### config.mk
export PLATFORM = sky130hd
export DESIGN_NAME = fragment_modulate_clip_blend
export DESIGN_NICKNAME = d
export VERILOG_FILES = /design/src/hw/rtl/fmcb_pkg.sv /design/src/hw/rtl/fragment_modulate_clip_blend.sv /design/src/hw/rtl/fmcb_lane.sv /design/src/hw/rtl/fmcb_clip.sv
export SDC_FILE = /design/constraint.sdc
export NUM_CORES = 2
export LEC_CHECK = 0
export BUFFER_PORTS_ARGS = -buffer_cell sky130_fd_sc_hd__buf_2
export CORE_UTILIZATION = 55
export CTS_CLUSTER_DIAMETER = 120
export DETAILED_ROUTE_END_ITERATION = 12
export PLACE_DENSITY = 0.78
export SYNTH_ARGS = -nofsm -noshare
export SYNTH_HDL_FRONTEND = slang
export SYNTH_SLANG_ARGS = --single-unit
### constraint.sdc
create_clock -name aclk -period 29.1 [get_ports aclk]
set_clock_uncertainty 0.2 [all_clocks]
set_input_delay 7.275 -clock aclk [delete_from_list [all_inputs] [get_ports aclk]]
set_output_delay 7.275 -clock aclk [all_outputs]
set_load 0.05 [all_outputs]
### src/hw/rtl/fmcb_pkg.sv
package fmcb_pkg;

    localparam int CHAN_W        = 8;
    localparam int NUM_LANES     = 4;
    localparam int COLOR_W       = CHAN_W * NUM_LANES;
    localparam int ADDR_W        = 24;
    localparam int XY_W          = 13;
    localparam int POS_W         = XY_W - 1;
    localparam int DIM_CFG_W     = 13;
    localparam int SCIS_POS_W    = 12;
    localparam int CFG_IDX_W     = 3;
    localparam int CFG_DATA_W    = 13;
    localparam int PROD_W        = 2 * CHAN_W;
    localparam int ALPHA_LANE    = 3;
    localparam int MAX_FRAME_DIM_DEF = 4096;

    localparam logic [CHAN_W-1:0] CHAN_MAX = '1;

    typedef enum logic [1:0] {
        DROP_NONE    = 2'd0,
        DROP_ALPHA   = 2'd1,
        DROP_FRAME   = 2'd2,
        DROP_SCISSOR = 2'd3
    } drop_reason_t;

    typedef enum logic [CFG_IDX_W-1:0] {
        CFG_FRAME_WIDTH    = 3'd0,
        CFG_FRAME_HEIGHT   = 3'd1,
        CFG_SCISSOR_ENABLE = 3'd2,
        CFG_SCISSOR_LEFT   = 3'd3,
        CFG_SCISSOR_TOP    = 3'd4,
        CFG_SCISSOR_WIDTH  = 3'd5,
        CFG_SCISSOR_HEIGHT = 3'd6,
        CFG_TEXTURE_ENABLE = 3'd7
    } cfg_idx_t;

    typedef struct packed {
        logic [DIM_CFG_W-1:0]  frame_width;
        logic [DIM_CFG_W-1:0]  frame_height;
        logic                  scissor_enable;
        logic [SCIS_POS_W-1:0] scissor_left;
        logic [SCIS_POS_W-1:0] scissor_top;
        logic [DIM_CFG_W-1:0]  scissor_width;
        logic [DIM_CFG_W-1:0]  scissor_height;
    } clip_cfg_t;

    typedef struct packed {
        logic out_frame;
        logic out_scissor;
    } clip_flags_t;

    // Exact floor(p / 255) for p up to 255 * 255.
    function automatic logic [CHAN_W-1:0] div255(input logic [PROD_W-1:0] p);
        logic [PROD_W:0] t;
        t = {1'b0, p} + (PROD_W+1)'(1) + (PROD_W+1)'(p[PROD_W-1:CHAN_W]);
        return t[PROD_W-1:CHAN_W];
    endfunction

endpackage

### src/hw/rtl/fragment_modulate_clip_blend.sv
// Fragment back end: texture modulate, frame and scissor clip, source-over blend.
//
// Input channel (s_*): one fragment per word - position, vertex color, texel
// and the framebuffer word currently at that pixel. Result channel (m_*): one
// word per fragment, either a framebuffer write (write enable, address, color)
// or a drop with its reason (alpha zero, outside frame, outside scissor).
// Configuration port (cfg_*): single-cycle register writes, no read-back;
// write only while no fragment is in flight.
//
// Throughput: one fragment per clock unless the receiver stalls the output. The
// four register stages, the first loaded at the accepting edge, are the
// modulate multiply, the source select, the blend multiplies and the output
// register.
// Four channel lanes run side by side; the output stage merges their results
// with the clip flags and the row-times-stride address.
//
// Reset (aresetn low, synchronous): empty the pipeline and load the default
// configuration (640 x 480 frame, scissor and texturing off).
// Receiver stall: when the output word is held and m_ready is low, the whole
// pipeline freezes and s_ready drops in the same cycle.
module fragment_modulate_clip_blend #(
    parameter int MAX_FRAME_DIM = fmcb_pkg::MAX_FRAME_DIM_DEF
) (
    input  logic                            aclk,
    input  logic                            aresetn,
    // configuration
    input  logic                            cfg_we,
    input  logic [fmcb_pkg::CFG_IDX_W-1:0]  cfg_index,
    input  logic [fmcb_pkg::CFG_DATA_W-1:0] cfg_wdata,
    // fragment in
    input  logic                            s_valid,
    output logic                            s_ready,
    input  logic [fmcb_pkg::XY_W-1:0]       s_frag_x,
    input  logic [fmcb_pkg::XY_W-1:0]       s_frag_y,
    input  logic [fmcb_pkg::COLOR_W-1:0]    s_vertex_color,
    input  logic [fmcb_pkg::COLOR_W-1:0]    s_texel_color,
    input  logic [fmcb_pkg::COLOR_W-1:0]    s_dest_color,
    // result out
    output logic                            m_valid,
    input  logic                            m_ready,
    output logic                            m_write_enable,
    output logic [fmcb_pkg::ADDR_W-1:0]     m_pixel_address,
    output logic [fmcb_pkg::COLOR_W-1:0]    m_pixel_color,
    output logic [1:0]                      m_drop_reason
);
    import fmcb_pkg::*;

    clip_cfg_t          clip_cfg_reg;
    logic               texture_enable_reg;

    logic               advance;
    logic               v1_reg;
    logic               v2_reg;
    logic               v3_reg;
    logic               out_valid_reg;

    logic [CHAN_W-1:0]  lane_src   [NUM_LANES];
    logic [CHAN_W-1:0]  lane_blend [NUM_LANES];
    logic [CHAN_W-1:0]  alpha2;
    logic               alpha_zero3_reg;
    logic [COLOR_W-1:0] blend_color;

    clip_flags_t        clip_flags;
    logic [ADDR_W-1:0]  clip_addr;

    drop_reason_t       reason_next;
    drop_reason_t       reason_reg;
    logic               we_reg;
    logic [ADDR_W-1:0]  addr_reg;
    logic [COLOR_W-1:0] color_reg;

    // Configuration registers.
    always_ff @(posedge aclk) begin
        if (!aresetn) begin
            clip_cfg_reg.frame_width    <= DIM_CFG_W'(640);
            clip_cfg_reg.frame_height   <= DIM_CFG_W'(480);
            clip_cfg_reg.scissor_enable <= 1'b0;
            clip_cfg_reg.scissor_left   <= '0;
            clip_cfg_reg.scissor_top    <= '0;
            clip_cfg_reg.scissor_width  <= '0;
            clip_cfg_reg.scissor_height <= '0;
            texture_enable_reg          <= 1'b0;
        end else if (cfg_we) begin
            case (cfg_idx_t'(cfg_index))
                CFG_FRAME_WIDTH:    clip_cfg_reg.frame_width    <= cfg_wdata;
                CFG_FRAME_HEIGHT:   clip_cfg_reg.frame_height   <= cfg_wdata;
                CFG_SCISSOR_ENABLE: clip_cfg_reg.scissor_enable <= cfg_wdata[0];
                CFG_SCISSOR_LEFT:   clip_cfg_reg.scissor_left   <= cfg_wdata[SCIS_POS_W-1:0];
                CFG_SCISSOR_TOP:    clip_cfg_reg.scissor_top    <= cfg_wdata[SCIS_POS_W-1:0];
                CFG_SCISSOR_WIDTH:  clip_cfg_reg.scissor_width  <= cfg_wdata;
                CFG_SCISSOR_HEIGHT: clip_cfg_reg.scissor_height <= cfg_wdata;
                CFG_TEXTURE_ENABLE: texture_enable_reg          <= cfg_wdata[0];
                default: ;
            endcase
        end
    end

    // Advance every stage unless the output word is held by the receiver.
    assign advance = !out_valid_reg || m_ready;
    assign s_ready = advance;

    always_ff @(posedge aclk) begin
        if (!aresetn) begin
            v1_reg        <= 1'b0;
            v2_reg        <= 1'b0;
            v3_reg        <= 1'b0;
            out_valid_reg <= 1'b0;
        end else if (advance) begin
            v1_reg        <= s_valid;
            v2_reg        <= v1_reg;
            v3_reg        <= v2_reg;
            out_valid_reg <= v3_reg;
        end
    end

    // One lane per color channel; the alpha lane feeds its source alpha
    // to every lane for the blend multiplies.
    assign alpha2 = lane_src[ALPHA_LANE];

    for (genvar k = 0; k < NUM_LANES; k++) begin : g_lane
        fmcb_lane u_lane (
            .aclk       (aclk),
            .en         (advance),
            .tex_en     (texture_enable_reg),
            .vert_chan  (s_vertex_color[k*CHAN_W +: CHAN_W]),
            .texel_chan (s_texel_color[k*CHAN_W +: CHAN_W]),
            .dest_chan  (s_dest_color[k*CHAN_W +: CHAN_W]),
            .alpha_i    (alpha2),
            .src_o      (lane_src[k]),
            .blend_o    (lane_blend[k])
        );
        assign blend_color[k*CHAN_W +: CHAN_W] = lane_blend[k];
    end

    fmcb_clip #(
        .MAX_FRAME_DIM (MAX_FRAME_DIM)
    ) u_clip (
        .aclk    (aclk),
        .en      (advance),
        .cfg     (clip_cfg_reg),
        .frag_x  (s_frag_x),
        .frag_y  (s_frag_y),
        .flags_o (clip_flags),
        .addr_o  (clip_addr)
    );

    // Hold the alpha-zero flag alongside stage 3.
    always_ff @(posedge aclk) begin
        if (advance) begin
            alpha_zero3_reg <= (alpha2 == '0);
        end
    end

    // Merge: first cause wins - alpha, then frame, then scissor.
    always_comb begin
        if (alpha_zero3_reg) begin
            reason_next = DROP_ALPHA;
        end else if (clip_flags.out_frame) begin
            reason_next = DROP_FRAME;
        end else if (clip_flags.out_scissor) begin
            reason_next = DROP_SCISSOR;
        end else begin
            reason_next = DROP_NONE;
        end
    end

    // Output register; drop words carry zero address and color.
    always_ff @(posedge aclk) begin
        if (advance) begin
            reason_reg <= reason_next;
            we_reg     <= (reason_next == DROP_NONE);
            addr_reg   <= (reason_next == DROP_NONE) ? clip_addr : '0;
            color_reg  <= (reason_next == DROP_NONE) ? blend_color : '0;
        end
    end

    assign m_valid         = out_valid_reg;
    assign m_write_enable  = we_reg;
    assign m_pixel_address = addr_reg;
    assign m_pixel_color   = color_reg;
    assign m_drop_reason   = reason_reg;

endmodule

### src/hw/rtl/fmcb_lane.sv
module fmcb_lane (
    input  logic                       aclk,
    input  logic                       en,
    input  logic                       tex_en,
    input  logic [fmcb_pkg::CHAN_W-1:0] vert_chan,
    input  logic [fmcb_pkg::CHAN_W-1:0] texel_chan,
    input  logic [fmcb_pkg::CHAN_W-1:0] dest_chan,
    input  logic [fmcb_pkg::CHAN_W-1:0] alpha_i,
    output logic [fmcb_pkg::CHAN_W-1:0] src_o,
    output logic [fmcb_pkg::CHAN_W-1:0] blend_o
);
    import fmcb_pkg::*;

    logic [PROD_W-1:0] mod_prod_reg;
    logic [CHAN_W-1:0] vert1_reg;
    logic [CHAN_W-1:0] dest1_reg;
    logic [CHAN_W-1:0] src2_reg;
    logic [CHAN_W-1:0] dest2_reg;
    logic [PROD_W-1:0] src_part_reg;
    logic [PROD_W-1:0] dest_part_reg;
    logic [PROD_W:0]   blend_sum;

    // Stage 1: texel times vertex channel.
    // Stage 2: pick modulated or plain vertex channel.
    // Stage 3: both blend products.
    always_ff @(posedge aclk) begin
        if (en) begin
            mod_prod_reg  <= texel_chan * vert_chan;
            vert1_reg     <= vert_chan;
            dest1_reg     <= dest_chan;
            src2_reg      <= tex_en ? div255(mod_prod_reg) : vert1_reg;
            dest2_reg     <= dest1_reg;
            src_part_reg  <= src2_reg * alpha_i;
            dest_part_reg <= dest2_reg * (CHAN_MAX - alpha_i);
        end
    end

    assign src_o     = src2_reg;
    assign blend_sum = {1'b0, src_part_reg} + {1'b0, dest_part_reg};
    // Sum never exceeds 255 * 255, so the top bit is always clear.
    assign blend_o   = div255(blend_sum[PROD_W-1:0]);

endmodule

### src/hw/rtl/fmcb_clip.sv
module fmcb_clip #(
    parameter int MAX_FRAME_DIM = fmcb_pkg::MAX_FRAME_DIM_DEF
) (
    input  logic                        aclk,
    input  logic                        en,
    input  fmcb_pkg::clip_cfg_t         cfg,
    input  logic [fmcb_pkg::XY_W-1:0]   frag_x,
    input  logic [fmcb_pkg::XY_W-1:0]   frag_y,
    output fmcb_pkg::clip_flags_t       flags_o,
    output logic [fmcb_pkg::ADDR_W-1:0] addr_o
);
    import fmcb_pkg::*;

    localparam int DIM_W  = $clog2(MAX_FRAME_DIM + 1);
    localparam int CW     = (DIM_W > DIM_CFG_W) ? DIM_W : DIM_CFG_W;
    localparam int MUL_W  = POS_W + CW;
    localparam int SEND_W = SCIS_POS_W + 2;

    logic [CW-1:0]     fw_ext;
    logic [CW-1:0]     fh_ext;
    logic [CW-1:0]     w_sat;
    logic [CW-1:0]     h_sat;
    logic [POS_W-1:0]  x_pos;
    logic [POS_W-1:0]  y_pos;
    logic [SEND_W-1:0] sc_right;
    logic [SEND_W-1:0] sc_bottom;
    logic              out_frame;
    logic              out_box;

    clip_flags_t       flags1_reg;
    clip_flags_t       flags2_reg;
    clip_flags_t       flags3_reg;
    logic [POS_W-1:0]  x1_reg;
    logic [POS_W-1:0]  y1_reg;
    logic [POS_W-1:0]  x2_reg;
    logic [MUL_W-1:0]  row_base_reg;
    logic [ADDR_W-1:0] addr3_reg;
    logic [MUL_W-1:0]  addr_sum;

    // Saturate the frame size; the stride uses the same saturated width.
    assign fw_ext = CW'(cfg.frame_width);
    assign fh_ext = CW'(cfg.frame_height);
    assign w_sat  = (fw_ext > CW'(MAX_FRAME_DIM)) ? CW'(MAX_FRAME_DIM) : fw_ext;
    assign h_sat  = (fh_ext > CW'(MAX_FRAME_DIM)) ? CW'(MAX_FRAME_DIM) : fh_ext;

    assign x_pos = frag_x[POS_W-1:0];
    assign y_pos = frag_y[POS_W-1:0];

    assign out_frame = frag_x[XY_W-1] || frag_y[XY_W-1] ||
                       (CW'(x_pos) >= w_sat) || (CW'(y_pos) >= h_sat);

    // Only consulted when the frame test passed, so x and y are not negative.
    assign sc_right  = SEND_W'(cfg.scissor_left) + SEND_W'(cfg.scissor_width);
    assign sc_bottom = SEND_W'(cfg.scissor_top) + SEND_W'(cfg.scissor_height);
    assign out_box   = (x_pos < cfg.scissor_left) || (SEND_W'(x_pos) >= sc_right) ||
                       (y_pos < cfg.scissor_top)  || (SEND_W'(y_pos) >= sc_bottom);

    assign addr_sum = row_base_reg + MUL_W'(x2_reg);

    always_ff @(posedge aclk) begin
        if (en) begin
            flags1_reg.out_frame   <= out_frame;
            flags1_reg.out_scissor <= cfg.scissor_enable && out_box;
            x1_reg                 <= x_pos;
            y1_reg                 <= y_pos;
            flags2_reg             <= flags1_reg;
            x2_reg                 <= x1_reg;
            row_base_reg           <= y1_reg * w_sat;
            flags3_reg             <= flags2_reg;
            addr3_reg              <= addr_sum[ADDR_W-1:0];
        end
    end

    assign flags_o = flags3_reg;
    assign addr_o  = addr3_reg;

endmodule

* Word-level counts from Yosys, hierarchy flattened
Index checks and enable logic that the tools add are counted.
Operators by class: $add $sub $neg 24, multiply operators 13, div/mod/pow operators 0, magnitude comparators 8, equality and inequality tests 7, shift-type cells 0, mux-type cells 9, bitwise operators 0, reduce and logical (&&, ||, !) cells 20
Operators with widths (number):
- $add 16x1->16 const B | 8
- $add 16x8->16 | 8
- $mul 8x8->16 | 8
- $add 16x16->16 | 4
- $mul 8x16->16 | 4
- $mux 8 | 4
- $add 12x13->14 | 2
- $ge 12x14->1 | 2
- $ge 12x13->1 | 2
- $gt 13x13->1 const B | 2
- $mux 13 | 2
- $add 24x12->24 | 1
- $lt 12x12->1 | 2
- $mul 12x13->24 | 1
- $reduce_and 2->1 | 8
- $eq 3x3->1 const B | 4
- $sub 8x8->9 const A | 1
- $logic_not 8->1 | 1
- $logic_or 1x1->1 | 7
- $eq 3x2->1 const B | 2
- $mux 2 | 3
- $eq 3x1->1 const B | 1
- $logic_not 3->1 | 1
- $logic_not 2->1 | 1
- other kinds (2) | 2
Word-level totals: flip-flop bits (word level) 552, latch bits 0, RAM bits 0, ROM bits 0, input bits 143, output and inout port bits 61, word-level logic and storage cells 137, memories 0

* Longest topological paths before layout
depth in word-level cells 6, mapped depth 23, depth with buffers taken out 21

* Modules after synthesis
A second synthesis with hierarchy kept.
Second synthesis, totals: cell total of the unflattened synthesis 5529, area, all modules 56271.5 µm²
Modules (own cells, without submodules):
- fmcb_lane (g_lane[2].u_lane ...) | times used 2, cells an instance 982, area each 9964.6 µm², seq. area each 2402.3 µm²
- fmcb_clip | times used 1, cells an instance 1152, area each 11141.9 µm², seq. area each 2702.6 µm²
- fmcb_lane (g_lane[1].u_lane) | times used 1, cells an instance 997, area each 10089.7 µm², seq. area each 2402.3 µm²
- fmcb_lane (g_lane[0].u_lane) | times used 1, cells an instance 991, area each 10082.2 µm², seq. area each 2402.3 µm²
- fragment_modulate_clip_blend | times used 1, cells an instance 425, area each 5028.6 µm², seq. area each 3443.3 µm²

* Least setup slack after synthesis
Ideal clock, no wire load.
path kind in2out, from input port m_ready, to output port s_ready, arrival time 20.553 ns, required time 21.625 ns, slack 1.072 ns, cell stages on the path 2, buffers on the path 1, cell sequence nand2b_1 clkbuf_1
Between the ends: word-level cells in the longest chain between the ends 1
RTL lines:
- start, declared | line fragment_modulate_clip_blend.sv:40 | input logic m_ready,
- $logic_or 1x1->1 | line fragment_modulate_clip_blend.sv:99 | assign advance = !out_valid_reg || m_ready;
- end, declared | line fragment_modulate_clip_blend.sv:32 | output logic s_ready,
Every way passes these cells.

* Worst setup path after layout
Same ends and word-level chain as after synthesis.

==> out/metrics.csv <==
stage;metric;value;unit
status;status;completed;
critical_path;critPathArrivalTime;8370;ps
timing;final-hold-violation-count;0;
global_routing;grt_usage;23.9;%
clock_network;clockRootBuffer;clkbuf_16;
critical_path;path_buf_inv;2;
drt;ant_nets;0;
timing;finalCritPeriodShare;54.5;%
timing;tightest_slew;1230;ps
critical_path;crit_fanout;52;
clock_network;ctsHoldBuffers;0;
logic_synthesis;syn_inst;5581;
logic_synthesis;yosys_most_used_dff;edfxtp_1;
logic_synthesis;synth_edf_count;469;
logic_synthesis;synthesis.nets;6968;
drt;wirelength;119000;um
floorplan;core;0.0990;mm2
clock_network;ctsResizeCount;0;
layout;drive_gt1_share;6.51;%
global_routing;grt-ovfl-total;0;
clock_network;ctsHtreeMaxLevel;3;
logic_synthesis;synth.largest_area_cell;edfxtp_1;
timing;tns;0;ps
layout;num-nets-final;7130;
critical_path;slowest_delay;560;ps
floorplan;io_pins;204;
logic_synthesis;ys_async_sr_fraction;0;%
placement;gp_congestion;0.877;
critical_path;path_common_cell;buf_2;
floorplan;fp.dieArea;0.102;mm2
clock_network;clock_path_buffers;3;
timing;drv_slew;0;
clock_network;cts.sinks;551;
critical_path;crit_slowest_cell;nand2b_4;
global_routing;antenna_found_initial;4;
floorplan;start_util;55.9;%
drt;drc;0;
layout;largest_register_ffs;77;
logic_synthesis;synth.top_cell.area_share;25.5;%
clock_network;clk_pin_slew;60;ps
placement;port_buffers;203;
layout;antennaDiodeCount;0;
pwr;p_leak;28.3;nW
floorplan;rows;115;
drt;routed_via_density;5.54;
clock_network;clk_latency;640;ps
layout;final_common_cell;inv_1;
clock_network;cts_tree;yes;
critical_path;cp-start-kind;input port;
logic_synthesis;syn-cell-area;0.0553;mm2
global_routing;grt_max_degree;175;
logic_synthesis;syn_area_per_cell;9.91;um2
layout;layout_common_cells;inv_1, ha_1, nand2_1;
drt;wl_per_cell;16.8;um
timing;relSlewSlack;18.0;%
critical_path;cpLargestDelayFamily;simple AND/OR/NAND/NOR gates;
floorplan;dieWidth;319;um
timing;rsz0062_at_grt;false;
clock_network;cts_buffers;66;
logic_synthesis;yosysUniqueCellTypes;80;
critical_path;path_cells;buf_2 -> nand2b_4 -> buf_2;
critical_path;cp.required;21620;ps
drt;vias;39250;
critical_path;endpoint_kind;primary output;
placement;place_hpwl;89600;um
pwr;p_per_area;89.0;mW/mm2
logic_synthesis;seq_area_frac_synth;28.4;%
global_routing;grt_pass1_vias;40117;
pwr;ir_worst_vdd;0.0000598;V
logic_synthesis;ys_ff_latch;551;
timing;fin_crit;15850;ps
timing;clock.fmax;63.1;MHz
job;maxCapViolCount;0;
global_routing;grt_pass1_wl;199000;um
worst_hold_path;hold_class;reg -> reg;
drt;firstDrtPassIters;6;
drt;drtIter0Drc;2265;
pwr;totalPowerFinal;5.33;mW
logic_synthesis;ys_top_cells_by_area;edfxtp_1, fa_1, ha_1, inv_1, nand2_1;
logic_synthesis;yosys_warnings;0;
clock_network;post_cts_buffers;0;
floorplan;dieHeight;319;um
critical_path;critical_path_class;in -> out;
layout;syn2layout_area_growth;8.34;%
layout;utilization;60.5;%
timing;setup_viol;0;
layout;n_fill_cell;8089;
cell usage after synthesis, drive strengths merged (82+ instances only):
master	n
clkbuf	125
nand2b	104
and2	345
fa	536
xor2	82
inv	804
edfxtp	469
nor2	243
nand2	669
o21ai	111
a21oi	191
ha	708
a21boi	94
nor2b	215
nor3	87
xnor2	200
dfxtp	82
path summary, 6_finish.rpt:
path / from / end / slack, ps / cells past startpoint
max: m_ready / s_ready / 13250 / 3
min: g_lane[0].u_lane.dest1_reg[6] / g_lane[0].u_lane.dest2_reg[6] / 220 / 0
max reg2reg: clip_cfg_reg[76] / u_clip.row_base_reg[23] / 21630 / 19
min reg2reg: g_lane[0].u_lane.dest1_reg[6] / g_lane[0].u_lane.dest2_reg[6] / 220 / 0
per-stage QoR:
stage	worst slack, ps	cells	instance area, um2	hold WS, ps
global placement	13240	6962	57700	202
floorplan	1070	5581	55300	200
CTS	13240	7081	59900	218
finish	13250	7081	59900	217
detailed placement	13240	6962	57700	205
global route	13180	7081	59900	224
layout make-up:
type / count / area [um2] / area share (%)
clock buffers: 82 / 1740 / 2.91
clock inverters: 37 / 523 / 0.873
inverters: 805 / 3020 / 5.04
multi-input cells: 4091 / 36100 / 60.2
flip-flops and latches: 551 / 15700 / 26.2
well taps: 1287 / 1610 / 2.69
repair buffers: 228 / 1230 / 2.05
layer usage:
layer | up-vias | routed length (um) | track usage [%]
met3 | 204 | 5580 | 3.16
met4 | 4 | 2890 | 6.51
li1 | 18774 | - | -
met5 | - | 34 | 0
met2 | 906 | 58200 | 41.0
met1 | 19362 | 52500 | 31.6
kinds of logic after synthesis:
kind of cell / share of synthesized area [%]
XOR/XNOR: 4.47
AO/OA/AOI/OAI: 8.34
AND/OR/NAND/NOR: 16.8
multiplexers: 0.167
buffers and inverters: 6.37
flip-flops: 28.4
adder cells (fa/ha/maj): 35.4
power by group:
group	internal, mW	leakage, nW	switching (mW)
registers	1.14	5.78	0.112
logic	1.41	21.4	1.81
clock network	0.513	1.10	0.352
total	3.06	28.3	2.28
Note: power is estimated with default switching activity, not from simulation.
